File: src/design/dhcc_pkg.sv
// Package for the dual hook climb controller: codes, field types and the
// per-hook tracking and drive functions. No dependencies.
package dhcc_pkg;

  typedef logic [2:0] pos_t;
  typedef logic [1:0] dir_t;
  typedef logic [1:0] drive_t;
  typedef logic [1:0] vcmd_t;

  localparam pos_t POS_BOTTOM  = 3'd0;
  localparam pos_t POS_MIDLOW  = 3'd1;
  localparam pos_t POS_MIDHIGH = 3'd2;
  localparam pos_t POS_TOP     = 3'd3;
  localparam pos_t POS_UNKNOWN = 3'd4;

  localparam dir_t DIR_STOP = 2'd0;
  localparam dir_t DIR_UP   = 2'd1;
  localparam dir_t DIR_DOWN = 2'd2;
  localparam dir_t DIR_BAD  = 2'd3;

  localparam drive_t DRV_STOP = 2'b00;
  localparam drive_t DRV_UP   = 2'b01;
  localparam drive_t DRV_DOWN = 2'b11;
  localparam drive_t DRV_BAD  = 2'b10;

  localparam vcmd_t VCMD_OFF = 2'd0;
  localparam vcmd_t VCMD_BAD = 2'd3;

  localparam logic CFG_EXTEND_TICKS = 1'b0;
  localparam logic CFG_GRAB_TICKS   = 1'b1;

  localparam int TICKS_W = 16;
  localparam logic [TICKS_W-1:0] TICKS_RESET = 16'd60;

  localparam int IN_W  = 16;
  localparam int OUT_W = 24;

  // Position from switches (pressed = 1) and the direction of the last tick.
  function automatic pos_t track(pos_t pos, logic bot, logic top, logic mid, dir_t last_dir);
    pos_t r;
    r = pos;
    if (bot) begin
      r = POS_BOTTOM;
    end else if (top) begin
      r = POS_TOP;
    end else if (mid) begin
      if (last_dir == DIR_UP) begin
        r = POS_MIDLOW;
      end else if (last_dir == DIR_DOWN) begin
        r = POS_MIDHIGH;
      end
    end else if (last_dir == DIR_UP && pos == POS_MIDLOW) begin
      r = POS_MIDHIGH;
    end else if (last_dir == DIR_DOWN && pos == POS_MIDHIGH) begin
      r = POS_MIDLOW;
    end
    return r;
  endfunction

  function automatic drive_t drive(dir_t dir, pos_t pos, pos_t target, logic top, logic bot);
    logic known;
    drive_t r;
    known = (pos != POS_UNKNOWN) && (target != POS_UNKNOWN);
    r = DRV_STOP;
    if (dir == DIR_UP) begin
      if (!(top || (known && pos >= target))) r = DRV_UP;
    end else if (dir == DIR_DOWN) begin
      if (!(bot || (known && pos <= target))) r = DRV_DOWN;
    end
    return r;
  endfunction

endpackage

File: src/design/dual_hook_climb_controller.sv
// Top level of the dual hook climb controller: input word register, per-tick
// hook tracking and drive, two timed valves, result word register.
// Uses dhcc_pkg and dhcc_valve.

// One word per control tick, one tick accepted per clock cycle unless the result
// side stalls. A word passes an input register and a result register before its
// result is offered; the tracked hook positions, last direction and
// valve timers advance when a word moves into the result register. The input
// side keeps taking words while a result waits as long as the input register
// is free. Travel registers are written through cfg_we/cfg_addr/cfg_wdata
// (index 0 extend_ticks, index 1 grab_ticks, both reset to 60) and should be
// written only while no tick is in flight. TICK_BITS sets the width of the
// saturating valve travel counters.
module dual_hook_climb_controller import dhcc_pkg::*; #(
  parameter int TICK_BITS = 16
) (
  input  logic               clk,
  input  logic               rst,
  input  logic               s_axis_tvalid,
  output logic               s_axis_tready,
  // left_top_raw, right_top_raw, left_mid_raw, right_mid_raw, left_bot_raw,
  // right_bot_raw, hook_dir[1:0], stop_at[2:0], extender_cmd[1:0],
  // claw_cmd[1:0], zero pad
  input  logic [IN_W-1:0]    s_axis_tdata,
  output logic               m_axis_tvalid,
  input  logic               m_axis_tready,
  // left_drive[1:0], right_drive[1:0], hooks_settled, left_hook_pos[2:0],
  // right_hook_pos[2:0], extender_valve[1:0], claw_valve[1:0],
  // extender_state[1:0], claw_state[1:0], zero pad
  output logic [OUT_W-1:0]   m_axis_tdata,
  input  logic               cfg_we,
  input  logic               cfg_addr,
  input  logic [TICKS_W-1:0] cfg_wdata
);

  logic               in_valid;
  logic [IN_W-1:0]    in_word;
  logic               out_valid;
  logic [OUT_W-1:0]   out_word;
  logic               advance;

  logic [TICKS_W-1:0] extend_ticks;
  logic [TICKS_W-1:0] grab_ticks;

  pos_t left_pos, left_pos_next;
  pos_t right_pos, right_pos_next;
  dir_t last_dir, dir;
  pos_t target;
  logic lt, rt, lm, rm, lb, rb;
  drive_t left_drive, right_drive;
  logic   hooks_settled;
  vcmd_t  ext_valve, claw_valve, ext_state, claw_state;
  logic [OUT_W-1:0] out_word_next;

  assign advance       = in_valid && (!out_valid || m_axis_tready);
  assign s_axis_tready = !in_valid || advance;
  assign m_axis_tvalid = out_valid;
  assign m_axis_tdata  = out_word;

  always_ff @(posedge clk) begin
    if (rst) begin
      extend_ticks <= TICKS_RESET;
      grab_ticks   <= TICKS_RESET;
    end else if (cfg_we) begin
      unique case (cfg_addr)
        CFG_EXTEND_TICKS: extend_ticks <= cfg_wdata;
        CFG_GRAB_TICKS:   grab_ticks   <= cfg_wdata;
        default: ;
      endcase
    end
  end

  // Switches are active low
  always_comb begin
    lt     = !in_word[0];
    rt     = !in_word[1];
    lm     = !in_word[2];
    rm     = !in_word[3];
    lb     = !in_word[4];
    rb     = !in_word[5];
    dir    = (in_word[7:6] == DIR_BAD) ? DIR_STOP : in_word[7:6];
    target = (in_word[10:8] > POS_UNKNOWN) ? POS_UNKNOWN : in_word[10:8];

    left_pos_next  = track(left_pos, lb, lt, lm, last_dir);
    right_pos_next = track(right_pos, rb, rt, rm, last_dir);
    left_drive     = drive(dir, left_pos_next, target, lt, lb);
    right_drive    = drive(dir, right_pos_next, target, rt, rb);
    hooks_settled  = (left_drive == DRV_STOP) && (right_drive == DRV_STOP);

    out_word_next = {5'd0, claw_state, ext_state, claw_valve, ext_valve,
                     right_pos_next, left_pos_next, hooks_settled,
                     right_drive, left_drive};
  end

  dhcc_valve #(.TICK_BITS(TICK_BITS)) u_ext_valve (
    .clk     (clk),
    .rst     (rst),
    .en      (advance),
    .cmd     (in_word[12:11]),
    .ticks   (extend_ticks),
    .cmd_out (ext_valve),
    .state   (ext_state)
  );

  dhcc_valve #(.TICK_BITS(TICK_BITS)) u_claw_valve (
    .clk     (clk),
    .rst     (rst),
    .en      (advance),
    .cmd     (in_word[14:13]),
    .ticks   (grab_ticks),
    .cmd_out (claw_valve),
    .state   (claw_state)
  );

  always_ff @(posedge clk) begin
    if (rst) begin
      in_valid  <= 1'b0;
      out_valid <= 1'b0;
      left_pos  <= POS_UNKNOWN;
      right_pos <= POS_UNKNOWN;
      last_dir  <= DIR_STOP;
    end else begin
      if (s_axis_tvalid && s_axis_tready) begin
        in_valid <= 1'b1;
      end else if (advance) begin
        in_valid <= 1'b0;
      end
      if (advance) begin
        out_valid <= 1'b1;
        left_pos  <= left_pos_next;
        right_pos <= right_pos_next;
        last_dir  <= dir;
      end else if (m_axis_tready) begin
        out_valid <= 1'b0;
      end
    end
  end

  always_ff @(posedge clk) begin
    if (s_axis_tvalid && s_axis_tready) in_word <= s_axis_tdata;
    if (advance) out_word <= out_word_next;
  end

`ifndef SYNTH
  a_settled: assert property (@(posedge clk) disable iff (rst)
    out_valid |-> out_word[4] == ((out_word[1:0] == DRV_STOP) && (out_word[3:2] == DRV_STOP)))
    else $error("settled flag disagrees with drives");

  a_drive_code: assert property (@(posedge clk) disable iff (rst)
    out_valid |-> (out_word[1:0] != DRV_BAD) && (out_word[3:2] != DRV_BAD))
    else $error("illegal drive code");

  // A stalled result keeps the pending tick in the input register
  a_no_drop: assert property (@(posedge clk) disable iff (rst)
    in_valid && out_valid && !m_axis_tready |=> in_valid && $stable(in_word))
    else $error("pending tick lost while result stalled");

  a_state_hold: assert property (@(posedge clk) disable iff (rst)
    !advance |=> $stable(left_pos) && $stable(right_pos) && $stable(last_dir))
    else $error("hook state changed without a tick");
`endif

endmodule

File: src/design/dhcc_valve.sv
// Timed pneumatic valve: holds the commanded position and a travel counter,
// reports off until the travel time has passed. Uses dhcc_pkg.
module dhcc_valve import dhcc_pkg::*; #(
  parameter int TICK_BITS = 16
) (
  input  logic               clk,
  input  logic               rst,
  input  logic               en,
  input  vcmd_t              cmd,
  input  logic [TICKS_W-1:0] ticks,
  output vcmd_t              cmd_out,
  output vcmd_t              state
);

  localparam int CW = (TICK_BITS > TICKS_W) ? TICK_BITS : TICKS_W;

  vcmd_t                pos, pos_next;
  logic                 moving, moving_next;
  logic [TICK_BITS-1:0] count, count_next;
  logic                 moving_set;

  always_comb begin
    cmd_out     = (cmd == VCMD_BAD) ? VCMD_OFF : cmd;
    pos_next    = pos;
    moving_set  = moving;
    count_next  = count;
    if (cmd_out != pos) begin
      pos_next   = cmd_out;
      moving_set = 1'b1;
      count_next = '0;
    end else if (moving && count != {TICK_BITS{1'b1}}) begin
      count_next = count + 1'b1;
    end
    moving_next = moving_set && (CW'(count_next) < CW'(ticks));
    state       = moving_next ? VCMD_OFF : pos_next;
  end

  always_ff @(posedge clk) begin
    if (rst) begin
      pos    <= VCMD_OFF;
      moving <= 1'b0;
      count  <= '0;
    end else if (en) begin
      pos    <= pos_next;
      moving <= moving_next;
      count  <= count_next;
    end
  end

`ifndef SYNTH
  // A command change restarts the travel counter
  a_restart: assert property (@(posedge clk) disable iff (rst)
    en && (cmd_out != pos) |=> (count == '0) && (pos == $past(cmd_out)))
    else $error("valve counter not restarted on command change");

  a_hold: assert property (@(posedge clk) disable iff (rst)
    !en |=> $stable(pos) && $stable(moving) && $stable(count))
    else $error("valve state changed without a tick");

  // Settled valve reports the held position
  a_report: assert property (@(posedge clk) disable iff (rst)
    en && !moving && (cmd_out == pos) |-> state == pos)
    else $error("settled valve reports wrong state");
`endif

endmodule
File: config.mk
export PLATFORM = sky130hd
export DESIGN_NAME = dual_hook_climb_controller
export DESIGN_NICKNAME = d
export VERILOG_FILES = /design/src/design/dhcc_pkg.sv /design/src/design/dual_hook_climb_controller.sv /design/src/design/dhcc_valve.sv
export SDC_FILE = /design/constraint.sdc
export NUM_CORES = 1
export LEC_CHECK = 0
export BUFFER_PORTS_ARGS = -buffer_cell sky130_fd_sc_hd__buf_2
export CORE_MARGIN = 3
export CORE_UTILIZATION = 45
export CTS_CLUSTER_DIAMETER = 80
export DETAILED_ROUTE_END_ITERATION = 12
export PLACE_DENSITY_LB_ADDON = 0.25
export SLEW_MARGIN = 20
export SYNTH_ARGS = -nofsm -noshare
export SYNTH_HDL_FRONTEND = slang
export SYNTH_SLANG_ARGS = --single-unit
File: constraint.sdc
create_clock -name clk -period 8.4 [get_ports clk]
set_input_delay 0 -clock clk [delete_from_list [all_inputs] [get_ports clk]]
set_output_delay 0 -clock clk [all_outputs]
set_load 0.05 [all_outputs]
==> results.json <==
{
  "synth_edf_count": 34,
  "die-area_mm2": 0.0158,
  "ys_ff_latch": 114,
  "hold_viol": 0,
  "path_clk_slew_ns": 0.05,
  "r2r-start": "u_ext_valve.count[4]",
  "synth-adder-area-share_pct": 7.19,
  "rrSetupSlack_ns": 4.89,
  "max_cap_violations": 0,
  "slowest_stage": "dfxtp_1",
  "path_delay_family": "simple AND/OR/NAND/NOR gates",
  "synth_simple_gate_area_share_pct": 23.0,
  "synth-compound-area-share_pct": 18.7,
  "ys_warn_count": 0,
  "synthMuxAreaShare_pct": 0.311,
  "antenna_found_initial": 0,
  "drt-met1-wl_um": 6770,
  "power_density_mw_per_mm2": 192,
  "cts_setup_buffers": 0,
  "syn_area_mm2": 0.00643,
  "grt_pass1_vias": 5472,
  "globalRouteOverflowTotal": 0,
  "startpoint_type": "flop",
  "cp_num_buf_inv": 0,
  "synthTopCellsByCount": "nand2_1, dfxtp_1, a21oi_1",
  "yosys-top-cells-area": "dfxtp_1, edfxtp_1, ha_1",
  "crit_path_frequent_cell": "a21o_1",
  "p_leak_nw": 3.03,
  "vias": 5603,
  "critPathCaptureType": "flop",
  "skew_ns": 0.00856,
  "yosysSeqAreaShare_pct": 40.8,
  "core_region_area_mm2": 0.0139,
  "hpwl_um": 10200,
  "ir_worst_vdd_uv": 132,
  "rsz0062_at_grt": "false",
  "cts-htree-levels": 4,
  "dr.pass1.iters": 7,
  "top_layer": "met4",
  "clock_path_buffers": 2,
  "post_dp_cell_area_mm2": 0.00680,
  "cts_buffers": 17,
  "yosysTopAreaCell": "dfxtp_1",
  "finalSetupTns_ns": 0,
  "area_delta_synth_final_pct": 20.2,
  "cts_sinks": 114,
  "via_per_inst": 5.46,
  "cp.required_ns": 8.55,
  "worstPathCellList": "and4_1 -> nand4_2 -> nor3_2 -> nand3_1 -> xor2_1 -> nor2_1 -> ha_1 -> a21o_1 -> a21o_1 -> a21oi_1 -> o21ai_0 -> nor3_1 -> nor2b_1",
  "wl_met2_um": 7570,
  "crit_path_max_incr_delay_ns": 0.46,
  "arrival_ns": 3.66,
  "num_rows": 43,
  "setup.worst_path.class": "reg2reg",
  "syn_inst": 761,
  "clock_latency_ns": 0.42,
  "drt_iter0_markers": 409,
  "root_buffer": "clkbuf_16",
  "synth_top_cell_area_share_pct": 24.9,
  "die_x_um": 126,
  "r2r.worst_path.cells": 13,
  "max_freq_mhz": 285,
  "drc_errors": 0,
  "place_congestion": 0.865,
  "finalMaxSlewViolations": 0,
  "nFillCells": 1265,
  "worst-path-stages": 13,
  "layoutNonFillerInstCount": 1026,
  "synth_top_family_by_area": "simple AND/OR/NAND/NOR gates",
  "fin_area_mm2": 0.00773,
  "hold_class": "in2reg",
  "grt_pass1_wl_um": 25700,
  "status": "completed",
  "worstPathMaxFanout": 8,
  "min_period_over_period_pct": 41.8,
  "placed_cells": 960,
  "worst_slew_pin_slew_ns": 1.07,
  "cts_tree": "done",
  "slew_headroom_pct": 28.2,
  "crit_end": "m_axis_tdata[16]",
  "start_util_pct": 46.2,
  "critPathLaunch": "u_ext_valve.count[4]",
  "wirelength_um": 15200,
  "port_buffers": 57,
  "drive_gt1_share_pct": 13.0,
  "synthDistinctLibCells": 68,
  "synthMostInstantiatedCell": "nand2_1",
  "synth_area_per_cell_um2": 8.46,
  "setup_viol": 0,
  "grt_max_degree": 70,
  "fp.dieH_um": 126,
  "synth_xor_area_share_pct": 4.08,
  "ant_nets": 0,
  "finalNetCount": 908,
  "diodes": 0,
  "post_drt_wl_per_cell_um": 14.8,
  "r2r_end": "m_axis_tdata[16]",
  "grt_usage_pct": 19.8,
  "ys_dominant_reg_cell": "dfxtp_1",
  "io_pins": 64,
  "wl_met3_um": 652,
  "async_flop_share_pct": 0,
  "min_period_ns": 3.51
}
==> flip-flops by register name (all words and copies together) (netlist names), 2 cells and up <==
name,count
u_claw_valve.count,16
in_word,15
u_ext_valve.count,16
right_pos,3
left_pos,3
u_claw_valve.pos,2
m_axis_tdata,19
extend_ticks,16
u_ext_valve.pos,2
last_dir,2
grab_ticks,16
==> power by group <==
group	leakage (nW)	total, mW	internal, mW	switching, mW
sequential	0.978	0.604	0.590	0.0143
clock	0.286	0.724	0.464	0.260
combinational	1.77	0.160	0.0560	0.104
==> worst reg2reg max path, stage by stage (launching register included) <==
cell and delay [ns]:
dfxtp_1 0.46, and4_1 0.33, nand4_2 0.18, nor3_2 0.44
nand3_1 0.17, xor2_1 0.17, nor2_1 0.12, ha_1 0.26
a21o_1 0.18, a21o_1 0.17, a21oi_1 0.20, o21ai_0 0.15
nor3_1 0.33, nor2b_1 0.08
==> final cells by class <==
| class | count | area [um2] | share of cell area (%) |
|---|---|---|---|
| clock buffers | 18 | 429 | 5.55 |
| clock inverters | 14 | 164 | 2.12 |
| repair buffers | 96 | 663 | 8.57 |
| flip-flops and latches | 114 | 2620 | 33.9 |
| multi-input cells | 557 | 3450 | 44.7 |
| well taps | 180 | 225 | 2.91 |
| inverters | 47 | 176 | 2.28 |
==> cell usage in the layout (no fill, tap or decap), types with 3 or more instances in the layout <==
cell type and instances:
a211oi_1 6, a21boi_0 4, a21o_1 4, a21oi_1 76
a22oi_1 6, a31oi_1 12, and2_1 4, and3_1 6
and4_1 8, buf_2 57, buf_4 5, bufinv_16 3
clkbuf_16 17, clkinv_2 5, clkinvlp_4 3, conb_1 5
dfxtp_1 80, dlygate4sd3_1 34, edfxtp_1 34, ha_1 37
inv_1 47, nand2_1 106, nand2b_1 11, nand3_1 22
nand4_1 10, nor2_1 67, nor2b_1 11, nor3_1 6
nor3b_1 6, nor4_1 3, nor4bb_1 3, o211ai_1 12
o21ai_0 32, o311a_1 5, or3_1 18, xnor2_1 12
xor2_1 18
==> metal layers <==
| layer | vias to the layer above | track usage (%) |
|---|---|---|
| li1 | 2837 | - |
| met5 | - | 0 |
| met4 | 0 | 7.02 |
| met1 | 2600 | 24.4 |
| met3 | 19 | 5.08 |
| met2 | 147 | 33.6 |
==> stage by stage <==
stage / power, mW / setup WS [ns] / hold slack (ns) / util [%]
after detailed placement: 0.763 / 4.90 / 0.178 / 48.8
after global placement: 0.756 / 4.89 / 0.176 / 48.8
final: 1.49 / 4.89 / 0.0389 / 55.5
after global routing: 1.55 / 4.57 / 0.0579 / 55.5
after CTS: 1.50 / 4.88 / 0.135 / 55.5
after floorplan: 0.722 / 5.24 / 0.0989 / -
==> cells by family (layout without fill, tap and decap cells) <==
kind of cell	Yosys count	in the layout
compound gates	187	187
xor+xnor	30	30
fa+ha+maj	37	37
buf+inv	94	175
flops	114	114
mux	2	2
other cells	1	5
simple gates	296	296
==> what timing repair did <==
| item | 4_1_cts | 5_1_grt |
|---|---|---|
| resized for setup | 0 | 0 |
| hold buffers | 34 | 0 |
| endpoints found under the hold margin | 49 | 0 |
==> worst min-delay path by stage <==
stage,from,to,cells after the start
after floorplan,s_axis_tdata[0],in_word[0],0
after global placement,s_axis_tdata[10],in_word[10],1
after detailed placement,s_axis_tdata[8],in_word[8],1
after CTS,cfg_addr,extend_ticks[12],4
after global routing,cfg_addr,extend_ticks[12],4
final,cfg_addr,extend_ticks[12],4
Note: power is estimated with default switching activity, not from simulation.
